`config.mk`:
```
export PLATFORM = sky130hd
export DESIGN_NAME = midi_clock_tempo_tracker
export DESIGN_NICKNAME = d
export VERILOG_FILES = /design/src/rtl/core/mctt_pkg.sv /design/src/rtl/core/midi_clock_tempo_tracker.sv
export SDC_FILE = /design/constraint.sdc
export NUM_CORES = 2
export LEC_CHECK = 0
export BUFFER_PORTS_ARGS = -buffer_cell sky130_fd_sc_hd__buf_4
export CAP_MARGIN = 5
export CORE_MARGIN = 2
export CORE_UTILIZATION = 55
export DETAILED_ROUTE_END_ITERATION = 6
export HOLD_SLACK_MARGIN = 0.1
export PLACE_DENSITY = 0.75
export SYNTH_ARGS = -nofsm -noshare
export SYNTH_HDL_FRONTEND = slang
export SYNTH_SLANG_ARGS = --single-unit
```
`constraint.sdc`:
```
create_clock -name i_clk -period 28.9 [get_ports i_clk]
set_clock_uncertainty 0.15 [all_clocks]
set_input_delay 1.445 -clock i_clk [delete_from_list [all_inputs] [get_ports i_clk]]
set_output_delay 1.445 -clock i_clk [all_outputs]
set_load 0.01 [all_outputs]
```
`src/rtl/core/mctt_pkg.sv`:
```
`timescale 1ns / 1ps
`default_nettype none
// ----------------------------------------------------------------------------
// mctt_pkg: MIDI clock tempo tracker shared definitions
// Request and result payload types, function codes, register indexes, constants and the
// sequencer state type.
// ----------------------------------------------------------------------------
package mctt_pkg;

    localparam int WINDOW_DEFAULT = 8;

    localparam int TICKS_PER_BEAT = 24;
    localparam int STOP_TICKS     = 5;
    localparam int TEMPO_SCALE    = 2500;
    localparam int SPP_TICK_STEP  = 6;
    localparam int SPP_PER_BEAT   = 4;

    localparam logic [15:0] MARGIN_RESET = 16'd5;
    localparam logic [7:0]  LIMIT_RESET  = 8'd3;

    localparam int CFG_IDX_W  = 1;
    localparam int CFG_DATA_W = 16;
    localparam logic [CFG_IDX_W-1:0] CFG_MARGIN = 1'b0;
    localparam logic [CFG_IDX_W-1:0] CFG_LIMIT  = 1'b1;

    localparam logic [2:0] FUNC_CLOCK    = 3'd0;
    localparam logic [2:0] FUNC_START    = 3'd1;
    localparam logic [2:0] FUNC_CONTINUE = 3'd2;
    localparam logic [2:0] FUNC_STOP     = 3'd3;
    localparam logic [2:0] FUNC_SPP      = 3'd4;
    localparam logic [2:0] FUNC_HK_TICK  = 3'd5;

    typedef struct packed {
        logic [2:0]  func;
        logic [31:0] timestamp_ms;
        logic [6:0]  spp_low;
        logic [6:0]  spp_high;
    } t_in;

    typedef struct packed {
        logic        playing;
        logic        advance;
        logic [15:0] tempo_bpm;
        logic [15:0] beat_count;
        logic [4:0]  tick_in_beat;
    } t_out;

    typedef enum logic [2:0] {
        S_IDLE,
        S_PUSH,
        S_MUL,
        S_CHK,
        S_DIV,
        S_DONE
    } t_state;

endpackage
`default_nettype wire

```
`src/rtl/core/midi_clock_tempo_tracker.sv`:
```
`timescale 1ns / 1ps
`default_nettype none
// ----------------------------------------------------------------------------
// midi_clock_tempo_tracker: MIDI transport and tempo follower
// Tracks start/continue/stop/song position, counts beats and ticks, and
// averages clock intervals over a window held in a small memory.
// ----------------------------------------------------------------------------
//  channel  | direction | handshake                 | payload
//  ---------+-----------+---------------------------+-----------------
//  in       | input     | i_in_valid / o_in_stall   | i_in_data  t_in
//  out      | output    | o_out_valid / i_out_stall | o_out_data t_out
//  cfg      | input     | i_cfg_we                  | i_cfg_index, i_cfg_data
//
//  One request at a time. A non-clock request, or the first clock, goes from
//  idle straight to done; a measured clock steps through push, multiply, check
//  and the radix-2 tempo divider (skipped when the tempo saturates), then done.
//  Reset clears control and tracking state; window entries are used only once written.
//  The result register holds while i_out_stall is high; the next request is
//  taken meanwhile and waits in the done state for the register.
// ----------------------------------------------------------------------------
module midi_clock_tempo_tracker #(
    parameter int WINDOW = mctt_pkg::WINDOW_DEFAULT
) (
    input  wire                                 i_clk,
    input  wire                                 i_rst_n,
    input  wire                                 i_in_valid,
    output logic                                o_in_stall,
    input  wire  mctt_pkg::t_in                 i_in_data,
    output logic                                o_out_valid,
    input  wire                                 i_out_stall,
    output mctt_pkg::t_out                      o_out_data,
    input  wire                                 i_cfg_we,
    input  wire  [mctt_pkg::CFG_IDX_W-1:0]      i_cfg_index,
    input  wire  [mctt_pkg::CFG_DATA_W-1:0]     i_cfg_data
);
    import mctt_pkg::*;

    localparam int IW = (WINDOW > 1) ? $clog2(WINDOW) : 1;
    localparam int CW = $clog2(WINDOW + 1);
    localparam int SW = 32 + $clog2(WINDOW);
    localparam int PW = 32 + CW;
    localparam int MW = 16 + CW;
    localparam int DW = PW + 1;
    localparam int NW = SW + 1;
    localparam int QW = SW + 17;

    t_state r_state, n_state;

    logic [15:0]   r_margin, n_margin;
    logic [7:0]    r_limit, n_limit;
    logic [31:0]   r_prev, n_prev;
    logic [IW-1:0] r_widx, n_widx;
    logic          r_full, n_full;
    logic [SW-1:0] r_sum, n_sum;
    logic [7:0]    r_outl, n_outl;
    logic          r_ppl, n_ppl;
    logic          r_pst, n_pst;
    logic          r_run, n_run;
    logic [2:0]    r_cd, n_cd;
    logic [15:0]   r_beats, n_beats;
    logic [4:0]    r_ticks, n_ticks;
    logic [15:0]   r_tempo, n_tempo;
    logic          r_adv, n_adv;
    logic [31:0]   r_delta, n_delta;
    logic [CW-1:0] r_cnt, n_cnt;
    logic [PW-1:0] r_scaled, n_scaled;
    logic [MW-1:0] r_mg, n_mg;
    logic [NW-1:0] r_num, n_num;
    logic [NW-1:0] r_den, n_den;
    logic [QW-1:0] r_rem, n_rem;
    logic [QW-1:0] r_dsh, n_dsh;
    logic [15:0]   r_quo, n_quo;
    logic [3:0]    r_bit, n_bit;
    logic          r_ovalid, n_ovalid;
    t_out          r_odata, n_odata;

    logic [31:0]   mem [WINDOW];
    logic [31:0]   r_rd;

    logic          in_acc;
    logic          measure;
    logic          out_free;
    logic          sum_zero;
    logic          div_big;
    logic          div_ge;
    logic [CW-1:0] idx_ext;
    logic [13:0]   spp_pos;
    logic          in_band;
    logic [7:0]    outl_inc;
    logic [7:0]    lim_eff;

    assign o_in_stall  = (r_state != S_IDLE);
    assign o_out_valid = r_ovalid;
    assign o_out_data  = r_odata;

    assign in_acc   = i_in_valid && !o_in_stall;
    assign measure  = (i_in_data.func == FUNC_CLOCK) && (r_prev != '0);
    assign out_free = !r_ovalid || !i_out_stall;
    assign sum_zero = (r_sum == '0);
    assign div_big  = QW'(r_num) >= (QW'(r_den) << 16);
    assign div_ge   = r_rem >= r_dsh;
    assign idx_ext  = CW'(r_widx) + CW'(1);
    assign spp_pos  = {i_in_data.spp_high, i_in_data.spp_low};

    // strict band: sum - m < delta*cnt < sum + m
    assign in_band  = ((DW'(r_scaled) + DW'(r_mg)) > DW'(r_sum)) &&
                      (DW'(r_scaled) < (DW'(r_sum) + DW'(r_mg)));
    assign outl_inc = (r_outl == 8'hFF) ? r_outl : r_outl + 8'd1;
    assign lim_eff  = (r_limit == '0) ? 8'd1 : r_limit;

    // next state
    always_comb begin
        n_state = r_state;
        unique case (r_state)
            S_IDLE: begin
                if (in_acc) begin
                    n_state = measure ? S_PUSH : S_DONE;
                end
            end
            S_PUSH: n_state = S_MUL;
            S_MUL:  n_state = S_CHK;
            S_CHK:  n_state = (sum_zero || div_big) ? S_DONE : S_DIV;
            S_DIV: begin
                if (r_bit == '0) begin
                    n_state = S_DONE;
                end
            end
            S_DONE: begin
                if (out_free) begin
                    n_state = S_IDLE;
                end
            end
            default: n_state = S_IDLE;
        endcase
    end

    // datapath
    always_comb begin
        n_margin = r_margin;
        n_limit  = r_limit;
        n_prev   = r_prev;
        n_widx   = r_widx;
        n_full   = r_full;
        n_sum    = r_sum;
        n_outl   = r_outl;
        n_ppl    = r_ppl;
        n_pst    = r_pst;
        n_run    = r_run;
        n_cd     = r_cd;
        n_beats  = r_beats;
        n_ticks  = r_ticks;
        n_tempo  = r_tempo;
        n_adv    = r_adv;
        n_delta  = r_delta;
        n_cnt    = r_cnt;
        n_scaled = r_scaled;
        n_mg     = r_mg;
        n_num    = r_num;
        n_den    = r_den;
        n_rem    = r_rem;
        n_dsh    = r_dsh;
        n_quo    = r_quo;
        n_bit    = r_bit;
        n_ovalid = r_ovalid && i_out_stall;
        n_odata  = r_odata;

        if (i_cfg_we) begin
            unique case (i_cfg_index)
                CFG_MARGIN: n_margin = i_cfg_data;
                CFG_LIMIT:  n_limit  = i_cfg_data[7:0];
                default: ;
            endcase
        end

        unique case (r_state)
            S_IDLE: begin
                if (in_acc) begin
                    n_adv = 1'b0;
                    unique case (i_in_data.func)
                        FUNC_CLOCK: begin
                            if (r_ppl) begin
                                n_run = 1'b1;
                                n_ppl = 1'b0;
                            end
                            n_delta = i_in_data.timestamp_ms - r_prev;
                            n_prev  = i_in_data.timestamp_ms;
                            if (r_ppl || r_run) begin
                                n_adv = 1'b1;
                                if (r_ticks >= 5'(TICKS_PER_BEAT - 1)) begin
                                    n_ticks = '0;
                                    n_beats = r_beats + 16'd1;
                                end else begin
                                    n_ticks = r_ticks + 5'd1;
                                end
                            end
                        end
                        FUNC_START: begin
                            n_ppl   = 1'b1;
                            n_pst   = 1'b0;
                            n_beats = '0;
                            n_ticks = '0;
                        end
                        FUNC_CONTINUE: begin
                            n_ppl = 1'b1;
                            n_pst = 1'b0;
                        end
                        FUNC_STOP: begin
                            n_cd  = 3'(STOP_TICKS);
                            n_pst = 1'b1;
                            n_ppl = 1'b0;
                        end
                        FUNC_SPP: begin
                            n_beats = 16'(spp_pos / SPP_PER_BEAT);
                            n_ticks = 5'(spp_pos[1:0]) * 5'(SPP_TICK_STEP);
                        end
                        FUNC_HK_TICK: begin
                            if (r_pst) begin
                                if (r_cd != '0) begin
                                    n_cd = r_cd - 3'd1;
                                end
                                if (r_cd <= 3'd1) begin
                                    n_run = 1'b0;
                                end
                            end
                        end
                        default: ;
                    endcase
                end
            end
            S_PUSH: begin
                // r_rd holds the entry being replaced
                n_sum = r_sum - (r_full ? SW'(r_rd) : SW'(0)) + SW'(r_delta);
                if (idx_ext == CW'(WINDOW)) begin
                    n_widx = '0;
                    n_full = 1'b1;
                end else begin
                    n_widx = IW'(idx_ext);
                end
                n_cnt = n_full ? CW'(WINDOW) : idx_ext;
            end
            S_MUL: begin
                n_scaled = PW'(r_delta) * PW'(r_cnt);
                n_mg     = MW'(r_margin) * MW'(r_cnt);
                n_num    = NW'(2 * TEMPO_SCALE) * NW'(r_cnt) + NW'(r_sum);
                n_den    = {r_sum, 1'b0};
            end
            S_CHK: begin
                if (sum_zero || div_big) begin
                    n_tempo = 16'hFFFF;
                end
                n_rem = QW'(r_num);
                n_dsh = QW'(r_den) << 15;
                n_quo = '0;
                n_bit = 4'd15;
                if (in_band) begin
                    n_outl = '0;
                end else if (outl_inc >= lim_eff) begin
                    n_widx = '0;
                    n_full = 1'b0;
                    n_sum  = '0;
                    n_outl = '0;
                end else begin
                    n_outl = outl_inc;
                end
            end
            S_DIV: begin
                if (div_ge) begin
                    n_rem = r_rem - r_dsh;
                    n_quo = r_quo | (16'd1 << r_bit);
                end
                n_dsh = r_dsh >> 1;
                n_bit = r_bit - 4'd1;
                if (r_bit == '0) begin
                    n_tempo = n_quo;
                end
            end
            S_DONE: begin
                if (out_free) begin
                    n_ovalid             = 1'b1;
                    n_odata.playing      = r_run;
                    n_odata.advance      = r_adv;
                    n_odata.tempo_bpm    = r_tempo;
                    n_odata.beat_count   = r_beats;
                    n_odata.tick_in_beat = r_ticks;
                end
            end
            default: ;
        endcase
    end

    always_ff @(posedge i_clk) begin
        if (!i_rst_n) begin
            r_state  <= S_IDLE;
            r_margin <= MARGIN_RESET;
            r_limit  <= LIMIT_RESET;
            r_prev   <= '0;
            r_widx   <= '0;
            r_full   <= 1'b0;
            r_sum    <= '0;
            r_outl   <= '0;
            r_ppl    <= 1'b0;
            r_pst    <= 1'b0;
            r_run    <= 1'b0;
            r_cd     <= '0;
            r_beats  <= '0;
            r_ticks  <= '0;
            r_tempo  <= '0;
            r_adv    <= 1'b0;
            r_bit    <= '0;
            r_ovalid <= 1'b0;
        end else begin
            r_state  <= n_state;
            r_margin <= n_margin;
            r_limit  <= n_limit;
            r_prev   <= n_prev;
            r_widx   <= n_widx;
            r_full   <= n_full;
            r_sum    <= n_sum;
            r_outl   <= n_outl;
            r_ppl    <= n_ppl;
            r_pst    <= n_pst;
            r_run    <= n_run;
            r_cd     <= n_cd;
            r_beats  <= n_beats;
            r_ticks  <= n_ticks;
            r_tempo  <= n_tempo;
            r_adv    <= n_adv;
            r_bit    <= n_bit;
            r_ovalid <= n_ovalid;
        end
    end

    always_ff @(posedge i_clk) begin
        r_delta  <= n_delta;
        r_cnt    <= n_cnt;
        r_scaled <= n_scaled;
        r_mg     <= n_mg;
        r_num    <= n_num;
        r_den    <= n_den;
        r_rem    <= n_rem;
        r_dsh    <= n_dsh;
        r_quo    <= n_quo;
        r_odata  <= n_odata;
    end

    // interval window: read the slot to be replaced while idle, write on push
    always_ff @(posedge i_clk) begin
        if (r_state == S_PUSH) begin
            mem[r_widx] <= r_delta;
        end
        if (r_state == S_IDLE) begin
            r_rd <= mem[r_widx];
        end
    end

`ifndef ASSERT_OFF
    a_rose_from_done: assert property (@(posedge i_clk) disable iff (!i_rst_n)
        $rose(o_out_valid) |-> $past(r_state == S_DONE))
        else $error("result valid rose outside done state");

    a_ticks_range: assert property (@(posedge i_clk) disable iff (!i_rst_n)
        r_ticks < 5'(TICKS_PER_BEAT))
        else $error("tick within beat out of range");

    a_div_bound: assert property (@(posedge i_clk) disable iff (!i_rst_n)
        (r_state == S_DIV) |-> ((QW + 1)'(r_rem) < ((QW + 1)'(r_dsh) << 1)))
        else $error("divider remainder exceeds bound");

    a_busy_after_accept: assert property (@(posedge i_clk) disable iff (!i_rst_n)
        (i_in_valid && !o_in_stall) |=> (r_state != S_IDLE))
        else $error("request accepted without leaving idle");

    a_countdown_range: assert property (@(posedge i_clk) disable iff (!i_rst_n)
        r_cd <= 3'(STOP_TICKS))
        else $error("stop countdown out of range");
`endif

endmodule
`default_nettype wire

```
### Word-level counts from Yosys, hierarchy flattened

Memories as Yosys holds them, arrays and structs flattened. A register that Yosys moved wholly into a read port is not among the register bits.
Index checks and enable logic that the tools add are counted.

* register bits: 477
* bits in latches: 0
* output and inout port bits: 41
* ROM bits: 0
* memories kept: 1
* memory bits (writable): 256
* logic and storage cells: 180

* reduce and logical (&&, ||, !) cells: 42
* divide/modulo/power cells: 0
* $mul: 4
* bitwise operators: 2
* equality and inequality tests: 25
* muxes and demuxes: 53
* $add $sub $neg: 13
* order comparisons: 7
* shift operators: 1

Memories
* mem: depth 8, bits a word 32, rd ports 1, clocked after memory_dff 1, wr ports 1, line midi_clock_tempo_tracker.sv:77 `logic [31:0] mem [WINDOW];`

Operator list (number)
* 52-bit case mux with 2 select lines: 2
* 16-bit two-way mux: 5
* 35-bit two-way mux: 2
* 35-bit case mux with 2 select lines: 1
* 16-bit case mux with 2 select lines: 2
* 36-bit by 52-bit >= comparator with 1-bit output: 1
* 52-bit >= comparator: 1
* 52-bit two-way mux: 1
* 52-bit subtractor: 1
* 16-bit case mux with 3 select lines: 1
* 36-bit by 20-bit adder with 37-bit output: 1
* 37-bit by 35-bit greater-than comparator with 1-bit output: 1
* 17-bit by 35-bit adder with 36-bit output: 1
* 35-bit by 20-bit adder with 36-bit output: 1
* 36-bit < comparator: 1
* 32-bit by 4-bit multiplier with 36-bit output: 1
* 35-bit by 32-bit adder with 35-bit output: 1
* 35-bit logical NOT: 1
* 35-bit by 32-bit subtractor with 35-bit output: 1
* 32-bit two-way mux: 1
* 8-bit two-way mux: 4
* 32-bit nonzero test: 1
* 32-bit subtractor: 1
* 3-bit two-way mux: 9
* other kinds (43): 105

### Longest topological paths before layout

* depth in word-level cells: 6
* depth in mapped cells: 25
* depth with buffers taken out: 24

### Worst setup path after synthesis

Ideal clock, no wire load.

* kind: register to register
* start: register r_state[1]
* end: register r_den[10] (enable)
* clock period less this slack: 10545 ps
* stages on the path, launching flop included: 3
* path slack: 18355 ps
* arrival time: 9611 ps
* setup time: 785 ps
* path through: dfxtp_1 clkbuf_1 nor3b_1

* word-level cells in the longest chain between the ends: 1

RTL lines
* from (decl): line midi_clock_tempo_tracker.sv:47 `t_state r_state, n_state;`
* from (signal assigned): line midi_clock_tempo_tracker.sv:312 `r_state <= n_state;`
* 3-bit by 2-bit equality test with 1-bit output: line midi_clock_tempo_tracker.sv:175 `unique case (r_state)`
* to (signal assigned): line midi_clock_tempo_tracker.sv:339 `r_den <= n_den;`
* to (decl): line midi_clock_tempo_tracker.sv:69 `logic [NW-1:0] r_den, n_den;`

No other way between the ends.
A chain may end at the register's enable or synchronous reset.

### Final worst setup path

* start: register r_sum[0]
* end: register r_sum[27]

* word-level cells in the longest chain between the ends: 5

RTL lines
* from (decl): line midi_clock_tempo_tracker.sv:54 `logic [SW-1:0] r_sum, n_sum;`
* from (signal assigned): line midi_clock_tempo_tracker.sv:318 `r_sum <= n_sum;`
* 35-bit by 20-bit adder with 36-bit output: line midi_clock_tempo_tracker.sv:107 `(DW'(r_scaled) < (DW'(r_sum) + DW'(r_mg)));`
* 36-bit < comparator: line midi_clock_tempo_tracker.sv:107
* 1-bit logical AND: line midi_clock_tempo_tracker.sv:106 `assign in_band = ((DW'(r_scaled) + DW'(r_mg)) > DW'(r_sum)) &&`
* 2-bit != test (no line)
* 3-bit AND reduction (no line)

Parallel ways exist; a longest one is shown, timed or not.

==> results.ini <==
[setup_path]
critPathMaxFanout=37
cp.arrival_ps=7270
ff2ff_setup_slack_ps=22030
slowest_delay_ps=850
critPathTopFamily=compound AO/OA/AOI/OAI gates
r2r-end=r_sum[27]
worstSetupEndpointType=flip-flop
slowest_stage=o22ai_4
required_ps=29300
crit_buf_inv=1
crit_path_start_kind=flip-flop
critPathMostFrequentCell=a21o_1
r2r_start=r_sum[0]
ff2ff_path_depth=24
crit_type=flip-flop to flip-flop
cp_cell_sequence=ha_1, inv_1, fa_1, nor2b_1, o21ai_0, a21oi_1, a31oi_1, a211o_1, o21a_1, a21o_1, o31ai_2, nand3_1, xnor2_1, ha_1, a21o_1, a21o_1, a211o_1, o211ai_1, a21oi_1, or3_1, a2bb2oi_2, a21oi_2, o22ai_4, a32o_1

[sta]
fmaxAchievable_mhz=146
relSlewSlack=0.241
period_share=0.238
finalSetupViolCount=0
tns_ps=0
post-route-min-period_ps=6870
drv_slew=0
tightest_slew_ps=1130
hold_viol=0
rsz0062_at_grt=no

[hold_path]
hold_path.class=flip-flop to flip-flop
whs_path_depth=0
whs_endpoint=o_out_data[29]
hold_start=r_tempo[8]

[clock_network]
clk_latency_ps=660
clkTransAtPathRegs_ps=60
cts_sinks=761
cts_hold_buf=0
post_cts_buffers=0
root_buffer=clkbuf_16
cts_max_level=3
cts.path.max_buffers=3
cts-buffers-inserted=82
cts-resized-gates=0
cts_tree=built

[grt]
grt_pass1_vias=32200
grt_pass1_wl_microns=172000
grt_remaining_overflow=0
grt_max_degree=77
grt_usage=0.252
antenna_found_initial=0

[job]
maxCapViolations=0

[place]
dpl_cell_area_sq_mm=0.0478
post-dp-hpwl_microns=78400
place_congestion=0.927
port_buffers=111

[layout]
final_area_sq_mm=0.0505
n_fill_cell=6607
nets=5054
area_growth_syn_to_layout_pct=10.2
diodes=0
drive_above_1_share=0.0722

[drt]
drtPass1Iterations=6
vias=33000
post_drt_wl_per_cell_microns=19.2
drt_iter0_drc=2339
drcViolationCount=0
postRouteAntennaNets=0
drt_wl_total_microns=108000
viasPerCell=5.86

[synth]
ys_types=89
ys_async_sr_fraction=0
ys_ff_latch=761
synthTopCellsByCount=606 x edfxtp_1, 476 x nand2_1, 418 x inv_1
ys.flop_type=edfxtp_1
syn_inst=4401
yosys_warnings=0
synth_seq_area_share=0.465
synth_top_area_cell=edfxtp_1
synth-edff-count=606
syn-cell-area_sq_mm=0.0458
avgSynthCellArea_sq_um=10.4
synth.most_common_cell=edfxtp_1
synth.top_cell.area_share=0.397
synthTopCellsByArea=edfxtp_1 40%, ha_1 9.9%, dfxtp_1 6.8%
synth_nets=4964

[power_and_ir_drop]
irDropWorstVdd_mv=0.0538
switchingPower_w=0.00207
p_int_w=0.00302
p_leak_nw=20.1
power_density_mw_per_mm2=101
clkPwrFrac=0.205
swShare=0.407
seq_power_share=0.327
combinationalPowerShare=0.468

[floorplan]
die_y_microns=293
core.rowCount=105
core_area_sq_mm=0.0822
die_w_microns=293
start_util=0.557
io_pins=112
dieArea_sq_mm=0.0856

[outcome]
outcome=finished, final reports clean

[placed cells by master, fill, tap and decap left out, types with 13 or more instances in the layout]
master,count
edfxtp_1,606
nand2_1,473
inv_1,418
ha_1,364
a21oi_1,271
nor2_1,234
o21ai_0,229
xnor2_1,170
dfxtp_1,155
buf_4,150
a22oi_1,142
fa_1,128
and2_1,114
a21o_1,102
xor2_1,90
nand4_1,84
clkbuf_16,84
nand3_1,83
nor3_1,54
a211oi_1,40
nand2b_1,39
nor4_1,38
and3_1,36
nor2b_1,35
o21a_1,34
o2bb2ai_1,30
a31oi_1,29
o21bai_1,26
o211ai_1,21
clkinv_2,21
clkbuf_1,17
or3_1,16
o31ai_1,13
[layer usage]
metal / vias up / routed length [microns] / GRT usage
met1: 15900 / 47500 / 0.343
li1: 16000 / - / -
met4: 0 / 3190 / 0.0803
met3: 181 / 6240 / 0.0342
met5: - / 0 / 0
met2: 912 / 51200 / 0.419
[worst max path at each step]
stage                    start        end  cells after the start
global placement      r_sum[0]  r_widx[0]                     24
detailed placement    r_sum[0]  r_widx[0]                     24
floorplan           r_state[1]  r_den[10]                      2
finish                r_sum[0]  r_sum[27]                     24
global route          r_sum[0]  r_sum[27]                     24
CTS                   r_sum[0]  r_sum[27]                     24
[power groups by stage]
stage          logic (W)  clock network, W  registers, W
2_1_floorplan    0.00177                 0       0.00163
3_3_place_gp     0.00231                 0       0.00168
4_1_cts          0.00237           0.00106       0.00166
6_report         0.00238           0.00104       0.00166
5_1_grt          0.00267           0.00109       0.00169
3_5_place_dp     0.00235                 0       0.00168
[through the flow]
stage               utilization  worst slack (ps)  cells  hold slack (ps)  total power (W)
floorplan                     -             18350   4401              253          0.00340
detailed placement        0.581             22080   5477              264          0.00403
global placement          0.581             22120   5477              262          0.00399
CTS                       0.614             22040   5629              283          0.00509
global route              0.614             21560   5629              294          0.00545
finish                    0.614             22030   5629              281          0.00509
[cells by family after synthesis]
kind of cell,share of synthesized area
AOI/OAI and AO/OA,0.152
muxes,0.000464
buffers and inverters,0.0470
adders and majority gates,0.155
and+or+nand+nor,0.131
xor gates and xnor gates,0.0497
DFF,0.465
[flip-flops by register name, summed over array words and instances, names as in the netlist, 20 cells and up]
register    count
r_num          36
r_mg           20
r_sum          35
r_rem          52
r_dsh          51
o_out_data     39
r_prev         32
r_den          32
r_rd           32
r_scaled       36
r_delta        32
mem           256
[area by class of cell]
class	count	area [sq um]	area share
multi-input cells	3076	22400	0.444
flip-flops and latches	761	21300	0.422
clock buffers	103	2190	0.0435
inverters	420	1580	0.0313
well taps	1070	1340	0.0265
repair buffers	150	1130	0.0223
clock inverters	49	507	0.0100
No activity file was read; power rests on OpenSTA's default activity.
